**src/hdl/region_conflict_dispatcher_macros.svh**
```systemverilog
// Assertion macros for the region conflict dispatcher modules.
// Depends on nothing; included by the files that carry assertions.
`ifndef REGION_CONFLICT_DISPATCHER_MACROS_SVH
`define REGION_CONFLICT_DISPATCHER_MACROS_SVH
`ifndef SYNTHESIS
// Same-cycle implication, disabled during reset.
`define RCD_ASSERT_SAME(label, clk, rst_n, ante, cons) \
  label: assert property (@(posedge clk) disable iff (!rst_n) (ante) |-> (cons)) \
    else $error("rcd assertion failed");
// Next-cycle implication, disabled during reset.
`define RCD_ASSERT_NEXT(label, clk, rst_n, ante, cons) \
  label: assert property (@(posedge clk) disable iff (!rst_n) (ante) |=> (cons)) \
    else $error("rcd assertion failed");
`else
`define RCD_ASSERT_SAME(label, clk, rst_n, ante, cons)
`define RCD_ASSERT_NEXT(label, clk, rst_n, ante, cons)
`endif
`endif

```
**src/hdl/rcd_pkg.sv**
```systemverilog
// Package of the region conflict dispatcher: beat types, status codes,
// controller command and status structs, parameter defaults. No dependencies.
`default_nettype none
package rcd_pkg;

  localparam int NUM_WORKERS_DEF = 16;
  localparam int COORD_BITS_DEF  = 16;

  localparam logic [4:0] ACTIVE_RESET = 5'd16;

  localparam logic OP_DISPATCH = 1'b0;
  localparam logic OP_FREE     = 1'b1;

  localparam logic [2:0] ST_GRANTED   = 3'd0;
  localparam logic [2:0] ST_NO_IDLE   = 3'd1;
  localparam logic [2:0] ST_CONFLICT  = 3'd2;
  localparam logic [2:0] ST_FREED     = 3'd3;
  localparam logic [2:0] ST_BAD_INDEX = 3'd4;

  typedef struct packed {
    logic        op;
    logic [4:0]  worker_id;
    logic [15:0] box_x_lo;
    logic [15:0] box_y_lo;
    logic [15:0] box_x_hi;
    logic [15:0] box_y_hi;
  } in_item_t;

  typedef struct packed {
    logic [2:0] status;
    logic [4:0] granted_worker;
    logic [4:0] busy_count;
  } out_item_t;

  typedef struct packed {
    logic load;
    logic scan;
    logic finish;
  } rcd_cmd_t;

  typedef struct packed {
    logic scan_done;
  } rcd_sts_t;

endpackage
`default_nettype wire

```
**src/hdl/rcd_ctrl.sv**
```systemverilog
// Controller of the region conflict dispatcher: accept, scan, finish.
// Depends on rcd_pkg and the assertion macro header.
`default_nettype none
`include "region_conflict_dispatcher_macros.svh"
module rcd_ctrl
  import rcd_pkg::*;
(
  input  logic     clk,
  input  logic     rst_n,
  input  logic     start,
  input  rcd_sts_t sts,
  output logic     busy,
  output rcd_cmd_t cmd
);

  localparam logic [1:0] S_IDLE = 2'd0;
  localparam logic [1:0] S_SCAN = 2'd1;
  localparam logic [1:0] S_DONE = 2'd2;

  logic [1:0] state_r, state_nxt;

  always_comb begin
    state_nxt  = state_r;
    cmd.load   = 1'b0;
    cmd.scan   = 1'b0;
    cmd.finish = 1'b0;
    case (state_r)
      S_IDLE: begin
        if (start) begin
          cmd.load  = 1'b1;
          state_nxt = S_SCAN;
        end
      end
      S_SCAN: begin
        cmd.scan = 1'b1;
        if (sts.scan_done) begin
          state_nxt = S_DONE;
        end
      end
      S_DONE: begin
        cmd.finish = 1'b1;
        state_nxt  = S_IDLE;
      end
      default: begin
        state_nxt = S_IDLE;
      end
    endcase
  end

  always_ff @(posedge clk) begin
    if (!rst_n) begin
      state_r <= S_IDLE;
    end else begin
      state_r <= state_nxt;
    end
  end

  assign busy = (state_r != S_IDLE);

  `RCD_ASSERT_NEXT(a_accept_busy, clk, rst_n, start && !busy, busy && !cmd.finish)
  `RCD_ASSERT_NEXT(a_finish_idle, clk, rst_n, cmd.finish, !busy)
  `RCD_ASSERT_SAME(a_cmd_excl, clk, rst_n, cmd.finish || cmd.scan, !cmd.load && busy)

endmodule
`default_nettype wire

```
**src/hdl/rcd_datapath.sv**
```systemverilog
// Datapath of the region conflict dispatcher: worker table, region memory,
// scan accumulators and the result register. Depends on rcd_pkg.
`default_nettype none
module rcd_datapath
  import rcd_pkg::*;
#(
  parameter int NUM_WORKERS = NUM_WORKERS_DEF,
  parameter int COORD_BITS  = COORD_BITS_DEF
) (
  input  logic      clk,
  input  logic      rst_n,
  input  logic      cfg_we,
  input  logic [4:0] cfg_wdata,
  input  in_item_t  in_item,
  input  rcd_cmd_t  cmd,
  output rcd_sts_t  sts,
  output logic      out_strobe,
  output out_item_t out_item
);

  localparam int IDX_W = (NUM_WORKERS > 1) ? $clog2(NUM_WORKERS) : 1;
  localparam int CNT_W = $clog2(NUM_WORKERS + 1);
  localparam int AW    = CNT_W + 5;
  localparam int REG_W = 4 * COORD_BITS;

  logic [4:0]             active_r;
  logic [NUM_WORKERS-1:0] busy_r;
  logic [REG_W-1:0]       region_mem [NUM_WORKERS];

  logic                  op_r, bad_r, req_empty_r;
  logic [COORD_BITS-1:0] xlo_r, ylo_r, xhi_r, yhi_r;
  logic [CNT_W-1:0]      rd_idx_r, cnt_r;
  logic                  data_vld_r;
  logic [IDX_W-1:0]      data_idx_r;
  logic [REG_W-1:0]      rd_data_r;
  logic                  found_r, clash_r;
  logic [IDX_W-1:0]      pick_r;
  logic                  out_vld_r;
  out_item_t             out_r;

  // Effective active count: values above the table size saturate.
  logic [AW-1:0]    act_w, n_w, id_w;
  logic [CNT_W-1:0] n_eff;
  logic             id_ok;
  logic [IDX_W+4:0] id_m1;

  assign act_w = AW'(active_r);
  assign n_w   = (act_w > AW'(NUM_WORKERS)) ? AW'(NUM_WORKERS) : act_w;
  assign n_eff = n_w[CNT_W-1:0];
  assign id_w  = AW'(in_item.worker_id);
  assign id_ok = (id_w != '0) && (id_w <= n_w);
  assign id_m1 = (IDX_W + 5)'(in_item.worker_id) - (IDX_W + 5)'(1);

  logic issue;
  assign issue = cmd.scan && (rd_idx_r < n_eff);
  assign sts.scan_done = (rd_idx_r == n_eff) && !data_vld_r;

  // Stored box lanes, x_lo lowest.
  logic [COORD_BITS-1:0] s_xlo, s_ylo, s_xhi, s_yhi;
  logic                  s_empty, hit, entry_busy;
  assign s_xlo = rd_data_r[COORD_BITS-1:0];
  assign s_ylo = rd_data_r[2*COORD_BITS-1:COORD_BITS];
  assign s_xhi = rd_data_r[3*COORD_BITS-1:2*COORD_BITS];
  assign s_yhi = rd_data_r[4*COORD_BITS-1:3*COORD_BITS];
  assign s_empty = (s_xlo > s_xhi) || (s_ylo > s_yhi);
  assign hit = !req_empty_r && !s_empty &&
               !((xlo_r > s_xhi) || (xhi_r < s_xlo) || (ylo_r > s_yhi) || (yhi_r < s_ylo));
  assign entry_busy = busy_r[data_idx_r];

  logic grant;
  assign grant = (op_r == OP_DISPATCH) && found_r && !clash_r;

  always_ff @(posedge clk) begin
    if (!rst_n) begin
      active_r <= ACTIVE_RESET;
    end else if (cfg_we) begin
      active_r <= cfg_wdata;
    end
  end

  always_ff @(posedge clk) begin
    if (!rst_n) begin
      busy_r <= '0;
    end else if (cmd.load && (in_item.op == OP_FREE) && id_ok) begin
      busy_r[id_m1[IDX_W-1:0]] <= 1'b0;
    end else if (cmd.finish && grant) begin
      busy_r[pick_r] <= 1'b1;
    end
  end

  always_ff @(posedge clk) begin
    if (issue) begin
      rd_data_r <= region_mem[rd_idx_r[IDX_W-1:0]];
    end
    if (cmd.finish && grant) begin
      region_mem[pick_r] <= {yhi_r, xhi_r, ylo_r, xlo_r};
    end
  end

  always_ff @(posedge clk) begin
    if (cmd.load) begin
      op_r        <= in_item.op;
      bad_r       <= !id_ok;
      xlo_r       <= in_item.box_x_lo[COORD_BITS-1:0];
      ylo_r       <= in_item.box_y_lo[COORD_BITS-1:0];
      xhi_r       <= in_item.box_x_hi[COORD_BITS-1:0];
      yhi_r       <= in_item.box_y_hi[COORD_BITS-1:0];
      req_empty_r <= (in_item.box_x_lo[COORD_BITS-1:0] > in_item.box_x_hi[COORD_BITS-1:0]) ||
                     (in_item.box_y_lo[COORD_BITS-1:0] > in_item.box_y_hi[COORD_BITS-1:0]);
    end
  end

  // Accumulate runs in the cycle after each read issue, behind the registered read.
  always_ff @(posedge clk) begin
    if (!rst_n) begin
      data_vld_r <= 1'b0;
      rd_idx_r   <= '0;
      found_r    <= 1'b0;
      clash_r    <= 1'b0;
      cnt_r      <= '0;
    end else if (cmd.load) begin
      data_vld_r <= 1'b0;
      rd_idx_r   <= '0;
      found_r    <= 1'b0;
      clash_r    <= 1'b0;
      cnt_r      <= '0;
    end else if (cmd.scan) begin
      data_vld_r <= issue;
      if (issue) begin
        rd_idx_r   <= rd_idx_r + CNT_W'(1);
        data_idx_r <= rd_idx_r[IDX_W-1:0];
      end
      if (data_vld_r) begin
        if (!entry_busy) begin
          if (!found_r) begin
            found_r <= 1'b1;
            pick_r  <= data_idx_r;
          end
        end else begin
          cnt_r <= cnt_r + CNT_W'(1);
          if (hit) begin
            clash_r <= 1'b1;
          end
        end
      end
    end
  end

  logic [CNT_W-1:0] cnt_after;
  logic [CNT_W+4:0] cnt_w;
  logic [IDX_W+4:0] gnt_w;
  logic [2:0]       status_nxt;

  assign cnt_after = grant ? cnt_r + CNT_W'(1) : cnt_r;
  assign cnt_w     = (CNT_W + 5)'(cnt_after);
  assign gnt_w     = (IDX_W + 5)'(pick_r) + (IDX_W + 5)'(1);

  always_comb begin
    if (op_r == OP_FREE) begin
      status_nxt = bad_r ? ST_BAD_INDEX : ST_FREED;
    end else if (!found_r) begin
      status_nxt = ST_NO_IDLE;
    end else if (clash_r) begin
      status_nxt = ST_CONFLICT;
    end else begin
      status_nxt = ST_GRANTED;
    end
  end

  always_ff @(posedge clk) begin
    if (!rst_n) begin
      out_vld_r <= 1'b0;
    end else begin
      out_vld_r <= cmd.finish;
    end
  end

  always_ff @(posedge clk) begin
    if (cmd.finish) begin
      out_r.status         <= status_nxt;
      out_r.granted_worker <= grant ? gnt_w[4:0] : 5'd0;
      out_r.busy_count     <= cnt_w[4:0];
    end
  end

  assign out_strobe = out_vld_r;
  assign out_item   = out_r;

endmodule
`default_nettype wire

```
**src/hdl/region_conflict_dispatcher.sv**
```systemverilog
// Region conflict dispatcher, top level. A request passes from accept through
// the scan and done states before the next accept can be taken, busy being
// high meanwhile; the scan makes one region memory read per active worker.
// The result strobe is high in the first cycle with busy low, at the edge
// that may take the next beat; results cannot stall.
// Synchronous active-low reset: all workers idle, active count 16.
`default_nettype none
module region_conflict_dispatcher
  import rcd_pkg::*;
#(
  parameter int NUM_WORKERS = NUM_WORKERS_DEF,
  parameter int COORD_BITS  = COORD_BITS_DEF
) (
  input  logic       clk,
  input  logic       rst_n,
  input  logic       cfg_we,
  input  logic [4:0] cfg_wdata,
  input  logic       start,
  output logic       busy,
  input  in_item_t   in_item,
  output logic       out_strobe,
  output out_item_t  out_item
);

  rcd_cmd_t cmd;
  rcd_sts_t sts;

  rcd_ctrl u_ctrl (
    .clk   (clk),
    .rst_n (rst_n),
    .start (start),
    .sts   (sts),
    .busy  (busy),
    .cmd   (cmd)
  );

  rcd_datapath #(
    .NUM_WORKERS (NUM_WORKERS),
    .COORD_BITS  (COORD_BITS)
  ) u_datapath (
    .clk        (clk),
    .rst_n      (rst_n),
    .cfg_we     (cfg_we),
    .cfg_wdata  (cfg_wdata),
    .in_item    (in_item),
    .cmd        (cmd),
    .sts        (sts),
    .out_strobe (out_strobe),
    .out_item   (out_item)
  );

endmodule
`default_nettype wire

```
**config.mk**
```make
export PLATFORM = sky130hd
export DESIGN_NAME = region_conflict_dispatcher
export DESIGN_NICKNAME = d
export VERILOG_FILES = /design/src/hdl/rcd_pkg.sv /design/src/hdl/rcd_ctrl.sv /design/src/hdl/rcd_datapath.sv /design/src/hdl/region_conflict_dispatcher.sv
export VERILOG_INCLUDE_DIRS = /design/src /design/src/hdl
export SDC_FILE = /design/constraint.sdc
export NUM_CORES = 1
export LEC_CHECK = 0
export BUFFER_PORTS_ARGS = -buffer_cell sky130_fd_sc_hd__buf_2
export CORE_MARGIN = 3
export CORE_UTILIZATION = 65
export DETAILED_ROUTE_END_ITERATION = 10
export GPL_TIMING_DRIVEN = 0
export PLACE_DENSITY = 0.82
export SYNTH_ARGS = -nofsm -noshare
export SYNTH_HDL_FRONTEND = slang
export SYNTH_SLANG_ARGS = --single-unit
```
**constraint.sdc**
```tcl
create_clock -name clk -period 5.68 [get_ports clk]
set_input_delay 1.136 -clock clk [delete_from_list [all_inputs] [get_ports clk]]
set_output_delay 1.136 -clock clk [all_outputs]
set_load 0.01 [all_outputs]
```
### Word level (Yosys, flattened, before mapping)

Memories as Yosys holds them, arrays and structs flattened. A register that Yosys moved wholly into a read port is not among the register bits.
Index checks and enable logic that the tools add are counted.

* multiplexer cells: 23
* reductions and logical operators: 35
* $lt $le $gt $ge: 16
* eq/ne operators: 5
* add/sub/neg operators: 4
* bitwise gates (word level): 8

Operators by type and width (number)
* $gt 16x16->1: 6
* $lt 16x16->1: 2
* $mux 16: 2
* $and 16x16->16: 1
* $not 16->16: 1
* $or 16x16->16: 1
* $lt 4x5->1 const B: 3
* $logic_and 1x1->1: 12
* $add 5x1->5 const B: 2
* $mux 5: 2
* $reduce_bool 10->1: 1
* $mux 1: 9
* $mux 3: 3
* $demux 1 s4: 2
* $ge 4x1->1 const B: 2
* $reduce_and 4->1: 2
* $logic_not 1->1: 6
* $mux 2: 3
* $reduce_and 3->1: 2
* $reduce_and 6->1: 1
* $add 4x1->5 const B: 1
* $eq 5x5->1: 1
* $gt 5x5->1 const B: 1
* $le 5x5->1: 1
* other kinds (13): 24

* flip-flop bits (word level): 125
* memories: 1
* input port bits: 79
* memory bits (writable): 1024
* word-level logic and storage cells: 113

Memories
* u_datapath.region_mem: depth 16, bits a word 64, read ports 1, clocked after Yosys merged registers in 1, write ports 1, line rcd_datapath.sv:28 `logic [REG_W-1:0] region_mem [NUM_WORKERS];`

### Depth between registers and ports, before layout

* depth in word-level cells: 8
* mapped depth: 12

### Cells and area by module

Synthesis repeated with hierarchy kept, for this count alone.

* cell total of the unflattened synthesis: 2249
* area total of the unflattened synthesis: 48167.4 sq um

Modules (own cells, without submodules)
* rcd_datapath: times used 1, sequential area each 36014.5 sq um, cells an instance 2236, area an instance 48046.1 sq um
* rcd_ctrl: times used 1, sequential area each 40.0 sq um, cells an instance 13, area an instance 121.4 sq um

### Least setup slack after synthesis

Ideal clock, no wire load.

* path type: flip-flop to flip-flop
* start: register u_ctrl.state_r[1]
* end: register u_datapath.busy_r[10]
* stages on the path, launching flop included: 7
* setup slack: 2.026 ns
* arrival: 3.572 ns
* required time: 5.597 ns
* library setup time: 0.083 ns
* period minus slack after synthesis: 3.654 ns
* cell sequence: dfxtp_1 > nor2b_1 > nand2_1 > nor3b_1 > and2_1 > o21ai_0 > a41oi_1

RTL lines
* start, declared: line rcd_ctrl.sv:20 `logic [1:0] state_r, state_nxt;`
* start signal, assigned: line rcd_ctrl.sv:54 `state_r <= state_nxt;`
* end signal, assigned: line rcd_datapath.sv:83 `busy_r <= '0;`
* end signal, assigned by index: line rcd_datapath.sv:85 `busy_r[id_m1[IDX_W-1:0]] <= 1'b0;`
* end signal, assigned by index: line rcd_datapath.sv:87 `busy_r[pick_r] <= 1'b1;`
* end, declared: line rcd_datapath.sv:27 `logic [NUM_WORKERS-1:0] busy_r;`

### Final worst setup path

* start: register u_datapath.rd_idx_r[0]
* end: register u_datapath.rd_data_r[10], read port of u_datapath.region_mem (enable)

* word-level cells in the longest chain between the ends: 2

Ends and longest elaborated chain
* start, declared: line rcd_datapath.sv:32 `logic [CNT_W-1:0] rd_idx_r, cnt_r;`
* start signal, assigned: line rcd_datapath.sv:130 `rd_idx_r <= rd_idx_r + CNT_W'(1);`
* $lt 5x5->1: line rcd_datapath.sv:55 `assign issue = cmd.scan && (rd_idx_r < n_eff);`
* $logic_and 1x1->1: line rcd_datapath.sv:55
* named net u_datapath.issue: line rcd_datapath.sv:54 `logic issue;`
* end, declared: line rcd_datapath.sv:35 `logic [REG_W-1:0] rd_data_r;`

The timed path passes the listed nets, and every way through them passes these cells.
A chain may end at the register's enable or synchronous reset.

==> impl_summary.md <==
Run status
The run finished with clean final reports.

Yosys
The Yosys step of the flow raised 0 warnings. The proportion of netlist area held by the largest area contributor is between 70% and 80%. By area the synthesized netlist is led by edfxtp_1 (73%), mux4_2 (15%), ha_1 (3.7%), dfxtp_1 (1.5%), inv_1 (0.86%). In this run, synthesis inferred ~1200 flip-flops with an integrated enable. The synthesis-stage register bit count is between 1000 and 1500.

The number of different library cells used by synthesis comes to between 50 and 60. The dominant register cell in the synthesized netlist is edfxtp_1. The average instance in the mapped netlist occupies around 22 sq um. For this run, asynchronously set or reset flops after synthesis account for 0%.

The number of nets in the synthesized netlist is ~2500. Summing the sequential cell areas from Yosys gives about 75% of the chip area. The synthesized netlist occupies a cell area of approximately 48000 sq um. Of all cell types, the one taking the most synthesized area is edfxtp_1. The instance count of the mapped netlist is approximately 2200.

Global routing
Entering global routing, the biggest net connects 66 pins. The total congestion overflow after global routing is 0. The overall global routing resource usage is between 30% and 40%. The first global-routing pass estimated 179500 um of wire. The initial antenna violation count is 0. The number of global-route vias before repair is approximately 26000.

Floorplanning
The die height is ~280 um. The number of rows in the core area is 99. The die covers 77220 sq um. The initial core utilization is 65.75%. The total area inside the core boundary comes to 73080 sq um.

The horizontal die dimension is around 280 um. The count of boundary I/O pins is 94.

Worst setup path
The category of the critical setup timing path is reg2reg. At the worst endpoint, the arrival time is between 4000 and 5000 ps. Across all register-to-register paths, the minimum setup slack is ~1800 ps. On the critical path, the stage with the largest delay is an instance of buf_2.

The worst endpoint required time is between 6000 and 7000 ps. The maximum net fanout on the critical path is 35. In this run the critical register-to-register path is captured at u_datapath.rd_data_r[10]. Among cell families on the critical path, the largest total delay comes from buffers and inverters. The type of destination of the critical path is a register. The worst register-to-register path begins at u_datapath.rd_idx_r[0]. The kind of start point of the critical path is a register. Traced cell by cell, the critical path runs through clkbuf_1, buf_2, buf_2, inv_1, ha_1, nor2b_1, o21a_1, o21a_1, o21ai_1, nand2_1, inv_4, buf_16. The number of buffers and inverters on the critical path is 6. The depth of the critical timing path with buffers and inverters included is 12. The number of cells on the worst reg-to-reg path is 12. The peak per-stage delay on the critical path is approximately 500 ps.

Power
For this design the total switching power over the nets is 3.980 mW. The share of total power dissipated in sequential elements is 54.4%. The worst-case vdd ir drop is between 0.2 and 0.3 mV. The clock network is responsible for about two fifths of the overall power. Of the total power, the share spent switching nets is between 20% and 30%.

Power spread over the standard cell area amounts to ~340 nW/um^2. Combinational cells account for around 4.8% of the total power. The static leakage is about 18 nW. The internal power is approximately 15 mW.

Drt
In this run the remaining antenna-violating nets after routing total 0. The routed via count is 25240. The per-cell routed wire length is between 30 and 40 um. In the routed design, unresolved DRC markers number 0. The wire length after detailed routing is around 120000 um. Dividing the detail-routed via count by the number of cells gives 7.183. After the first detailed-routing iteration, the DRC count stood at a little under 4000.

The count of TritonRoute iterations in the first routing pass is 6.

Placement
The post-DP HPWL is 70240 um. The total placed cells including tap cells is between 3000 and 4000. Once placement finished, the instance area stood at 50250 sq um.

The total of buffers placed on input and output ports is between 90 and 100. The congestion estimate from routability-driven global placement came to 0.9112.

Clock network
The maximum clock path buffer count is 3. The CTS buffer count is between 100 and 150. The H-tree was split into 3 levels. The root cell of the clock tree is clkbuf_16.

The CTS sink count is ~1200. The clock transition time at the flip-flop clock pins of the worst setup and hold paths is 60 ps. The number of setup buffers added after CTS is 0.

TritonCTS built the clock tree. The number of gates resized after CTS was 0. The clock reaches the later pin of the worst-skew pair after about 700 ps. The number of hold buffers added after cts is 0.

Finish
The count of placed standard cells in the final layout, fillers left out is roughly 3500. The number of nets in the finished design is 2680. The filler cells instantiated in the layout total about 3800. In the final layout, the share of cells above drive strength 1 is between 20 and 25%.

Compared with the post-synthesis result, the final layout area differs by 12.22%. The area occupied by registers is 36050 sq um. The finished cells cover approximately 54000 sq um.

Summing all multi-input logic gate instances after layout gives 11270 sq um.

Hold path
The worst hold path was traced through 0 stages. The origin of the worst min-delay path is u_datapath.rd_idx_r[0]. The tightest min-delay check is of the reg2reg type. The worst hold path terminates at u_datapath.data_idx_r[0].

STA
The clock skew after layout is a little under 50 ps. Setup repair after global routing left no endpoint under its margin. The number of failing hold endpoints at the final stage is 0. The max-slew violation total from the final report is 0.

The time the worst path needs with I/O delays and setup is roughly 3900 ps. The top achievable clock speed is around 0.26 GHz. For the pin with the worst max-slew slack, the measured transition is about 1300 ps. The share of the clock period used by the worst path after layout is 68.18%. The final count of negative-setup-slack endpoints is 0. The worst pin sits at a relative slew slack of about a tenth.

Job
The number of max-capacitance violations reported is 0.
## layer usage
layer	track usage (%)	wire [um]
met1	41.76	41210
met2	53.89	61870
met3	7.372	13540
met4	17.21	7358
met5	0	0
## worst max path at each step
| stage | from | endpoint | slack [ps] |
|---|---|---|---|
| after floorplan | u_ctrl.state_r[1] | u_datapath.busy_r[10] | 2030 |
| after global placement | u_ctrl.state_r[1] | u_datapath.busy_r[5] | -240 |
| after detailed placement | u_datapath.rd_idx_r[0] | u_datapath.rd_data_r[32] | 1990 |
| after CTS | u_datapath.rd_idx_r[0] | u_datapath.rd_data_r[9] | 1880 |
| after global routing | u_datapath.rd_idx_r[0] | u_datapath.rd_data_r[9] | 1710 |
| final | u_datapath.rd_idx_r[0] | u_datapath.rd_data_r[10] | 1810 |
## placed cells by master, fill, tap and decap left out, drive strengths merged, types with 4 or more instances in the layout
| cell type | netlist | final |
|---|---|---|
| edfxtp | 1176 | 1176 |
| mux4 | 324 | 324 |
| clkbuf | 47 | 187 |
| buf | 36 | 145 |
| ha | 142 | 142 |
| inv | 111 | 113 |
| clkinv | 0 | 50 |
| nand2 | 44 | 44 |
| a21oi | 43 | 43 |
| nor2 | 41 | 41 |
| dfxtp | 37 | 37 |
| o21ai | 34 | 34 |
| nand4 | 31 | 31 |
| and2 | 19 | 19 |
| nand3 | 14 | 14 |
| a21o | 14 | 14 |
| nor2b | 14 | 14 |
| bufinv | 0 | 12 |
| a31oi | 10 | 10 |
| nor3 | 9 | 9 |
| o21a | 8 | 8 |
| mux2i | 8 | 8 |
| o211ai | 8 | 8 |
| xnor2 | 7 | 7 |
| xor2 | 7 | 7 |
| a211oi | 7 | 7 |
| clkinvlp | 0 | 7 |
| and3 | 4 | 4 |
| a41oi | 4 | 4 |
## Yosys cell counts (8+ instances only)
library cell / instances
o21ai_0: 30
nand3_1: 14
and2_1: 18
a31oi_1: 10
a21o_1: 14
clkbuf_1: 47
ha_1: 142
dfxtp_1: 37
edfxtp_1: 1176
nor2_1: 40
buf_1: 12
o211ai_1: 8
nand2_1: 44
a21oi_1: 43
inv_1: 110
mux2i_1: 8
o21a_1: 8
nor3_1: 9
buf_2: 24
nor2b_1: 14
mux4_2: 320
nand4_1: 31
## per-stage QoR
stage | total power [mW] | setup TNS [ps] | util (%) | setup slack (ps) | hold slack [ps]
after global placement | 11.07 | -26800 | 68.01 | -244.9 | 454.4
final | 18.57 | 0 | 73.78 | 1807 | 492.8
after CTS | 18.58 | 0 | 73.78 | 1882 | 484.3
after floorplan | 10.77 | 0 | - | 2026 | 432.3
after detailed placement | 11.13 | 0 | 68.75 | 1987 | 453.1
after global routing | 19.00 | 0 | 73.78 | 1709 | 505.4
## state kept, by name, summed over array words and instances, names as in the netlist
signal / count
u_datapath.data_vld_r: 1
u_datapath.active_r: 5
u_datapath.xlo_r: 16
u_datapath.req_empty_r: 1
u_ctrl.state_r: 2
u_datapath.clash_r: 1
u_datapath.pick_r: 4
u_datapath.out_strobe: 1
u_datapath.op_r: 1
u_datapath.rd_idx_r: 5
u_datapath.busy_r: 16
u_datapath.found_r: 1
u_datapath.rd_data_r: 64
u_datapath.xhi_r: 16
u_datapath.bad_r: 1
u_datapath.cnt_r: 5
u_datapath.yhi_r: 16
u_datapath.data_idx_r: 4
u_datapath.out_item: 13
u_datapath.region_mem: 1024
u_datapath.ylo_r: 16
## power by group through the flow
stage | combinational (mW) | clock [mW] | sequential, mW
3_3_place_gp | 0.792 | 0 | 10.3
5_1_grt | 0.945 | 7.94 | 10.1
3_5_place_dp | 0.847 | 0 | 10.3
6_report | 0.891 | 7.57 | 10.1
4_1_cts | 0.880 | 7.60 | 10.1
2_1_floorplan | 0.567 | 0 | 10.2
## final cells by class
type | instances | area share (%)
antenna | 1 | 0.004641
clock inverter | 71 | 1.260
tap | 959 | 2.225
sequential | 1213 | 66.86
multi-input combinational | 827 | 20.90
timing repair buffer | 109 | 1.763
inverter | 111 | 0.7959
clock buffer | 140 | 5.550
buffer | 83 | 0.6335
## kinds of logic after synthesis
| logic type | synth area share [%] |
|---|---|
| xor+xnor | 0.2552 |
| compound gates | 1.984 |
| mux | 15.42 |
| buf+inv | 1.578 |
| flops | 75.04 |
| fa+ha+maj | 3.698 |
| simple gates | 2.034 |
(Power assumes the default switching activity.)
